### src/rtl/fat12cs_pkg.sv
`timescale 1ns / 1ps
package fat12cs_pkg;

   // Table size used when the top level is not told otherwise.
   localparam int TABLE_BYTES_DEFAULT = 8192;

   // Field widths.
   localparam int ADDR_W      = 13;
   localparam int BYTE_W      = 8;
   localparam int CLUSTER_W   = 12;
   localparam int SECTOR_W    = 32;
   localparam int BPS_W       = 16;
   localparam int SPC_W       = 8;
   localparam int RSV_W       = 16;
   localparam int SPF_W       = 16;
   localparam int FC_W        = 8;
   localparam int ROOT_W      = 16;
   localparam int CSR_INDEX_W = 3;
   localparam int CSR_DATA_W  = 16;

   // Request and response packing widths.
   localparam int REQ_FIELDS_W = ADDR_W + BYTE_W + CLUSTER_W;
   localparam int REQ_DATA_W   = ((REQ_FIELDS_W + 7) / 8) * 8;
   localparam int RSP_FIELDS_W = SECTOR_W + SPC_W + CLUSTER_W + 2;
   localparam int RSP_DATA_W   = ((RSP_FIELDS_W + 7) / 8) * 8;

   // FAT byte offset of a 12-bit entry: cluster * 3 / 2 never exceeds 13 bits.
   localparam int OFF_W = 13;

   // Data region arithmetic.
   localparam int DIR_ENTRY_SHIFT = 5;
   localparam int DIVIDEND_W      = ROOT_W + DIR_ENTRY_SHIFT;
   localparam int FAT_PROD_W      = SPF_W + FC_W;
   localparam int STEP_MUL_W      = CLUSTER_W + SPC_W;

   // FAT12 entry codes.
   localparam logic [CLUSTER_W-1:0] ENTRY_MASK         = 12'hFFF;
   localparam logic [CLUSTER_W-1:0] CHAIN_END          = 12'hFF8;
   localparam logic [CLUSTER_W-1:0] FIRST_DATA_CLUSTER = 12'd2;

   // Register indexes on the configuration channel.
   typedef enum logic [CSR_INDEX_W-1:0] {
      REG_BYTES_PER_SECTOR    = 3'd0,
      REG_SECTORS_PER_CLUSTER = 3'd1,
      REG_RESERVED_SECTORS    = 3'd2,
      REG_SECTORS_PER_FAT     = 3'd3,
      REG_FAT_COPIES          = 3'd4,
      REG_ROOT_ENTRIES        = 3'd5
   } reg_index_type;

   // Geometry after reset (a 1.44 MB floppy layout).
   localparam logic [BPS_W-1:0]  BPS_RESET  = 16'd512;
   localparam logic [SPC_W-1:0]  SPC_RESET  = 8'd1;
   localparam logic [RSV_W-1:0]  RSV_RESET  = 16'd1;
   localparam logic [SPF_W-1:0]  SPF_RESET  = 16'd9;
   localparam logic [FC_W-1:0]   FC_RESET   = 8'd2;
   localparam logic [ROOT_W-1:0] ROOT_RESET = 16'd224;

   localparam int DATA_START_RESET_INT =
      int'(RSV_RESET) + int'(SPF_RESET) * int'(FC_RESET) +
      ((int'(ROOT_RESET) * 32) + int'(BPS_RESET) - 1) / int'(BPS_RESET);
   localparam logic [SECTOR_W-1:0] DATA_START_RESET = SECTOR_W'(DATA_START_RESET_INT);

   // Commands from the controller to the datapath.
   typedef struct packed {
      logic csr_write;
      logic tbl_write;
      logic load_step;
      logic div_init;
      logic div_step;
      logic cfg_sum;
      logic reduce;
      logic rd_lo;
      logic rd_hi;
      logic out_load;
   } dp_cmd_type;

   // Status from the datapath to the controller.
   typedef struct packed {
      logic off_ge_table;
   } dp_status_type;

endpackage

### src/rtl/fat12cs_ctrl.sv
`timescale 1ns / 1ps
module fat12cs_ctrl (
   input  logic                       clock,
   input  logic                       reset,
   input  logic                       req_tvalid,
   input  logic                       req_kind,
   output logic                       req_tready,
   input  logic                       csr_valid,
   output logic                       csr_ready,
   output logic                       rsp_tvalid,
   input  logic                       rsp_tready,
   input  fat12cs_pkg::dp_status_type status,
   output fat12cs_pkg::dp_cmd_type    cmd
);
   import fat12cs_pkg::*;

   localparam int CNT_W = $clog2(DIVIDEND_W);
   localparam logic [CNT_W-1:0] CNT_LAST = CNT_W'(DIVIDEND_W - 1);

   typedef enum logic [2:0] {
      ST_IDLE,
      ST_CFG_MUL,
      ST_CFG_DIV,
      ST_CFG_SUM,
      ST_REDUCE,
      ST_RD_LO,
      ST_RD_HI,
      ST_FINISH
   } state_type;

   state_type        state_ff, state_in;
   logic [CNT_W-1:0] cnt_ff, cnt_in;
   logic             rsp_valid_ff, rsp_valid_in;
   logic             req_xfer, csr_xfer, out_free;

   assign csr_ready  = (state_ff == ST_IDLE);
   assign req_tready = (state_ff == ST_IDLE) && !csr_valid;
   assign req_xfer   = req_tvalid && req_tready;
   assign csr_xfer   = csr_valid && csr_ready;
   assign rsp_tvalid = rsp_valid_ff;
   assign out_free   = !rsp_valid_ff || rsp_tready;

   always_comb begin
      state_in     = state_ff;
      cnt_in       = cnt_ff;
      rsp_valid_in = rsp_valid_ff && !rsp_tready;
      cmd          = '0;
      unique case (state_ff)
         ST_IDLE: begin
            cmd.csr_write = csr_xfer;
            cmd.tbl_write = req_xfer && !req_kind;
            cmd.load_step = req_xfer && req_kind;
            if (csr_xfer) begin
               state_in = ST_CFG_MUL;
            end else if (req_xfer && req_kind) begin
               state_in = ST_REDUCE;
            end
         end
         ST_CFG_MUL: begin
            cmd.div_init = 1'b1;
            cnt_in       = '0;
            state_in     = ST_CFG_DIV;
         end
         ST_CFG_DIV: begin
            cmd.div_step = 1'b1;
            cnt_in       = cnt_ff + 1'b1;
            if (cnt_ff == CNT_LAST) begin
               state_in = ST_CFG_SUM;
            end
         end
         ST_CFG_SUM: begin
            cmd.cfg_sum = 1'b1;
            state_in    = ST_IDLE;
         end
         ST_REDUCE: begin
            if (status.off_ge_table) begin
               cmd.reduce = 1'b1;
            end else begin
               state_in = ST_RD_LO;
            end
         end
         ST_RD_LO: begin
            cmd.rd_lo = 1'b1;
            state_in  = ST_RD_HI;
         end
         ST_RD_HI: begin
            cmd.rd_hi = 1'b1;
            state_in  = ST_FINISH;
         end
         ST_FINISH: begin
            if (out_free) begin
               cmd.out_load = 1'b1;
               rsp_valid_in = 1'b1;
               state_in     = ST_IDLE;
            end
         end
         default: begin
            state_in = ST_IDLE;
         end
      endcase
   end

   always_ff @(posedge clock) begin
      if (reset) begin
         state_ff     <= ST_IDLE;
         cnt_ff       <= '0;
         rsp_valid_ff <= 1'b0;
      end else begin
         state_ff     <= state_in;
         cnt_ff       <= cnt_in;
         rsp_valid_ff <= rsp_valid_in;
      end
   end

endmodule

### config.mk
export PLATFORM = sky130hd
export DESIGN_NAME = fat12cs_ctrl
export DESIGN_NICKNAME = d
export VERILOG_FILES = /design/src/rtl/fat12cs_pkg.sv /design/src/rtl/fat12cs_ctrl.sv
export SDC_FILE = /design/constraint.sdc
export NUM_CORES = 1
export LEC_CHECK = 0
export BUFFER_PORTS_ARGS = -buffer_cell sky130_fd_sc_hd__buf_2
export CAP_MARGIN = 20
export CORE_AREA = 2 2 39 41
export CTS_BUF_LIST = sky130_fd_sc_hd__clkbuf_4
export DETAILED_ROUTE_END_ITERATION = 6
export DIE_AREA = 0 0 41 43
export GPL_ROUTABILITY_DRIVEN = 0
export PLACE_DENSITY = 0.76
export REMOVE_ABC_BUFFERS = 1
export SLEW_MARGIN = 20
export SYNTH_ARGS = -nofsm -noshare
export SYNTH_HDL_FRONTEND = slang
export SYNTH_SLANG_ARGS = --single-unit
### constraint.sdc
create_clock -name clock -period 3.24 [get_ports clock]
set_input_delay 0.486 -clock clock [delete_from_list [all_inputs] [get_ports clock]]
set_output_delay 0.486 -clock clock [all_outputs]
set_load 0.02 [all_outputs]
# [Yosys cells after proc, flatten, opt, wreduce, memory -nomap -nowiden]
# Cells that the tools add are included.
[word_totals] latch_bits=0 mem_bits_ro=0 ram_bits=0 reg_bits=9 mem_count=0 wordCells=49 out_inout_bits=13 input_bits=7
[classes] n_lt_le_gt_ge=0 bitwise=0 reduce_logical=14 eq_ne=12 addsub=1 n_mul=0 n_mux=19 n_shift=0 div=0
[op_table] op="one-hot mux 3 bit (8 select lines)" n=1
[op_table] op="two-way mux 3 bit" n=6
[op_table] op="== test 3 bit (second input constant)" n=4
[op_table] op="two-way mux 1 bit" n=11
[op_table] op="one-hot mux 5 bit (2 select lines)" n=1
[op_table] op="== test 3 x 2 -> 1 bit (second input constant)" n=2
[op_table] op="logical AND 1 bit" n=6
[op_table] op="!= test 2 bit (second input constant)" n=3
[op_table] op="adder 5 x 1 -> 5 bit (second input constant)" n=1
[op_table] op="== test 5 bit (second input constant)" n=1
[op_table] op="zero test 1 bit" n=4
[op_table] op="AND reduction 4 bit" n=1
[op_table] op="== test 3 x 1 -> 1 bit (second input constant)" n=1
[op_table] op="zero test 3 bit" n=1
[op_table] op="!= test 3 x 1 -> 1 bit (second input constant)" n=1
[op_table] op="nonzero test 2 bit" n=1
[op_table] op="logical OR 1 bit" n=1

# [Depth between registers and ports, before layout]
[logic_depth] word_depth=7 ltp_mapped=7 ltp_nobuf=7

# [Worst setup path after synthesis]
# Ideal clock, no wire load.
[synth_timing] path_type="reg2out" startpoint="reg state_ff[0]" endpoint="out cmd[8] (netlist bit)" path_buffers=0 stages_incl_launch_ff=6 path_slack_ns=0.947 t_required_ns=2.754 t_arrival_ns=1.807 cell_sequence="dfxtp_1 inv_1 ha_1 nor3b_1 nand2_1 nor2_1"
[synth_rtl] item="from (decl)" line_no="fat12cs_ctrl.sv:31" source="state_type state_ff, state_in;"
[synth_rtl] item="from (signal assigned)" line_no="fat12cs_ctrl.sv:109" source="state_ff <= state_in;"
[synth_rtl] item="to (decl)" line_no="fat12cs_ctrl.sv:13" source="output fat12cs_pkg::dp_cmd_type cmd"

==> results.md <==
- Status: completed
- Crit path max fanout: 8
- Top delay family on crit path: simple AND/OR/NAND/NOR gates
- DRC: 0
- Final period utilization: 68.9%
- Yosys top cell area share: 28.0%
- Comb pwr share: 55.4%
- Remaining global-route overflow: 0
- RSZ-0062 raised after global routing: no
- Share of cells above drive strength 1: 28.1%
- Final setup viols: 0
- Final Hold Slack: 509 ps
- Warnings from Yosys: 0
- Seq/Total Area, Yosys: 28.0%
- Clock sinks: 9
- Die width: 41 µm
- Site Rows: 14
- FF/Latch Area: 180 µm²
- Crit-path cells: inv_1 -> ha_1 -> nor3b_1 -> and3_1 -> buf_2
- Clock Latency Late Sink: 260 ps
- Reg clk slew, reported paths: 60 ps
- Final Max Tran Viols: 0
- Largest cells by area after synthesis: dfxtp_1 (28%), ha_1 (14%), nor2_1 (4.1%), nor2b_1 (3.9%), o31ai_1 (3.5%)
- Max H-tree Level: 1
- Sequential group share of total power: 28.7%
- Crit start category: register
- VDD IR-drop max: 0.000422 V
- Slew headroom: 71.5%
- Antenna cell count: 0
- Number of vias per cell: 5.23
- Sw frac: 45.1%
- Post-DP HPWL: 956 µm
- Finished Layout Cells: 112
- Worst-margin pin slew: 427 ps
- Core ar.: 0.00138 mm²
- Leakage: 0.358 nW
- Total CTS buffers: 3
- Switching Power: 0.267 mW
- Setup TNS: 0 ps
- Dpl cells: 108
- Cts repair resizes: 0
- Final-report hold violation count: 0
- Syn Area/Cell: 8.48 µm²
- Clock Power Share: 15.9%
- Fillers: 132
- Post-route ant nets: 0
- Footprint of the multi-input gates: 425 µm²
- Port buffer count: 19
- Syn-to-layout area delta: 19.4%
- Clk_skew: 4.45 ps
- Drt total wl: 1250 µm
- Fmax achieved: 448 MHz
- Slowest stage delay, CP: 420 ps
- Largest net degree at the start of global routing: 14
- Count of cell types in the netlist: 31
- WS Path Type: register to output port
- CTS Hold Buffers Added: 0
- Final setup margin: 1010 ps
- Max Cap Violations: 0
- Int Pwr: 0.325 mW
- Pre-antenna DRT Iters: 4
- Worst path arrival time: 1750 ps
- Post-Syn Area: 644 µm²
- Slowest library cell on the worst path: nor3b_1
- Yosys top cell by area: dfxtp_1
- Initial Utilization: 46.6%
- Seq cells post-synth: 9
- Die height: 43 µm
- Die area: 0.00176 mm²
- Worst Hold Class: register to register
- Wire per inst: 11.2 µm
- Fin util: 55.6%
- Initial antenna violation count: 0
- Global-route wire length before repair: 2070 µm
- DR vias: 586
- CTS root buf: clkbuf_4
- Crit path capture type: output port
- Num ports: 20
- Setup slack after placement: 1280 ps
- CTS max path bufs: 2
- Gate Count Post-Synth: 76
- Setup Fix Bufs, Post-CTS: 0
- Vias in the first global route: 521
- CTS tree: done
- Pwr Density: 769 mW/mm²
- WP buf/inv: 2
- DRT iter0 DRCs: 10
- Minimum clock period: 2230 ps
- All-Layer GR Usage: 17.5%
- Critical path required time: 2750 ps
- NumNets Final: 111
[tightest hold or removal path, stage by stage (launching register included)]
cell and delay (ps):
dfxtp_1 320, o211ai_1 80, a21oi_1 60
[power by group through the flow]
stage	logic [mW]	clock network, mW	registers [mW]
finish	0.328	0.0942	0.170
global placement	0.324	0	0.171
CTS	0.330	0.0980	0.170
floorplan	0.249	0	0.165
detailed placement	0.328	0	0.172
global route	0.364	0.103	0.177
[state kept, by name (all words and copies together) (netlist names)]
register and flops:
cnt_ff 5, rsp_tvalid 1, state_ff 3
[layout make-up]
class                      instances  area share [%]
timing repair buffer              19            12.4
inverter                           5            2.44
clock buffer                       4            3.90
multi-input combinational         59            55.3
sequential                         9            23.4
tap                               16            2.60
[cell usage in the layout (no fill, tap or decap), drive strengths merged]
cell type  netlist  layout
buf              2      19
dfxtp            9       9
nor2             7       7
ha               7       7
inv              5       5
nand2            5       5
nor2b            5       5
a21oi            4       4
clkbuf           1       4
and2             3       3
o31ai            3       3
nand2b           2       2
and3             2       2
a211oi           2       2
nand3b           2       2
nand4            2       2
o211ai           2       2
or2              2       2
nor3b            1       1
nand4b           1       1
a22o             1       1
a21boi           1       1
nor4             1       1
o21ai            1       1
a22oi            1       1
mux2i            1       1
or4b             1       1
nor4bb           1       1
or4              1       1
[worst paths after layout]
check,slack [ps],depth (start not counted),start,endpoint
worst max-delay path,1010,5,state_ff[1]$_SDFFE_PP0P_,cmd[7]
worst min-delay path,510,2,cnt_ff[4]$_SDFFE_PP0P_,cnt_ff[4]$_SDFFE_PP0P_
worst max register to register,1380,6,state_ff[0]$_SDFFE_PP0P_,state_ff[1]$_SDFFE_PP0P_
worst min register to register,510,2,cnt_ff[4]$_SDFFE_PP0P_,cnt_ff[4]$_SDFFE_PP0P_
[synth_stat cells, drive strengths merged]
| cell | n |
|---|---|
| nand4b | 1 |
| nand4 | 2 |
| nand2b | 2 |
| inv | 5 |
| or4b | 1 |
| nor3b | 1 |
| o31ai | 3 |
| ha | 7 |
| nor2 | 7 |
| nand3b | 2 |
| or2 | 2 |
| dfxtp | 9 |
| or4 | 1 |
| a21boi | 1 |
| and2 | 3 |
| a21oi | 4 |
| buf | 2 |
| mux2i | 1 |
| nor4bb | 1 |
| nor2b | 5 |
| clkbuf | 1 |
| a22oi | 1 |
| o21ai | 1 |
| and3 | 2 |
| a211oi | 2 |
| a22o | 1 |
| nor4 | 1 |
| nand2 | 5 |
| o211ai | 2 |
[cells by family after synthesis]
logic type               after synthesis  synth area share [%]
multiplexers                           1                  1.55
flip-flops                             9                  28.0
buffers and inverters                  8                  6.02
AO/OA/AOI/OAI                         15                  17.1
adder cells (fa/ha/maj)                7                  13.6
AND/OR/NAND/NOR                       36                  33.8
[layer usage]
| metal | global-route usage (%) | wire, µm | up-vias |
|---|---|---|---|
| met5 | 0 | 0 | - |
| met4 | 6.00 | 12 | 0 |
| met3 | 9.95 | 99 | 2 |
| met2 | 27.2 | 569 | 16 |
| met1 | 19.2 | 567 | 257 |
| li1 | - | - | 311 |
[per-stage QoR]
| stage | instance area (µm²) | total power [mW] |
|---|---|---|
| after floorplan | 624 | 0.413 |
| after global placement | 739 | 0.496 |
| after detailed placement | 739 | 0.500 |
| after CTS | 769 | 0.598 |
| after global routing | 769 | 0.644 |
| final | 769 | 0.592 |
Power figures use the tool's default switching activity.
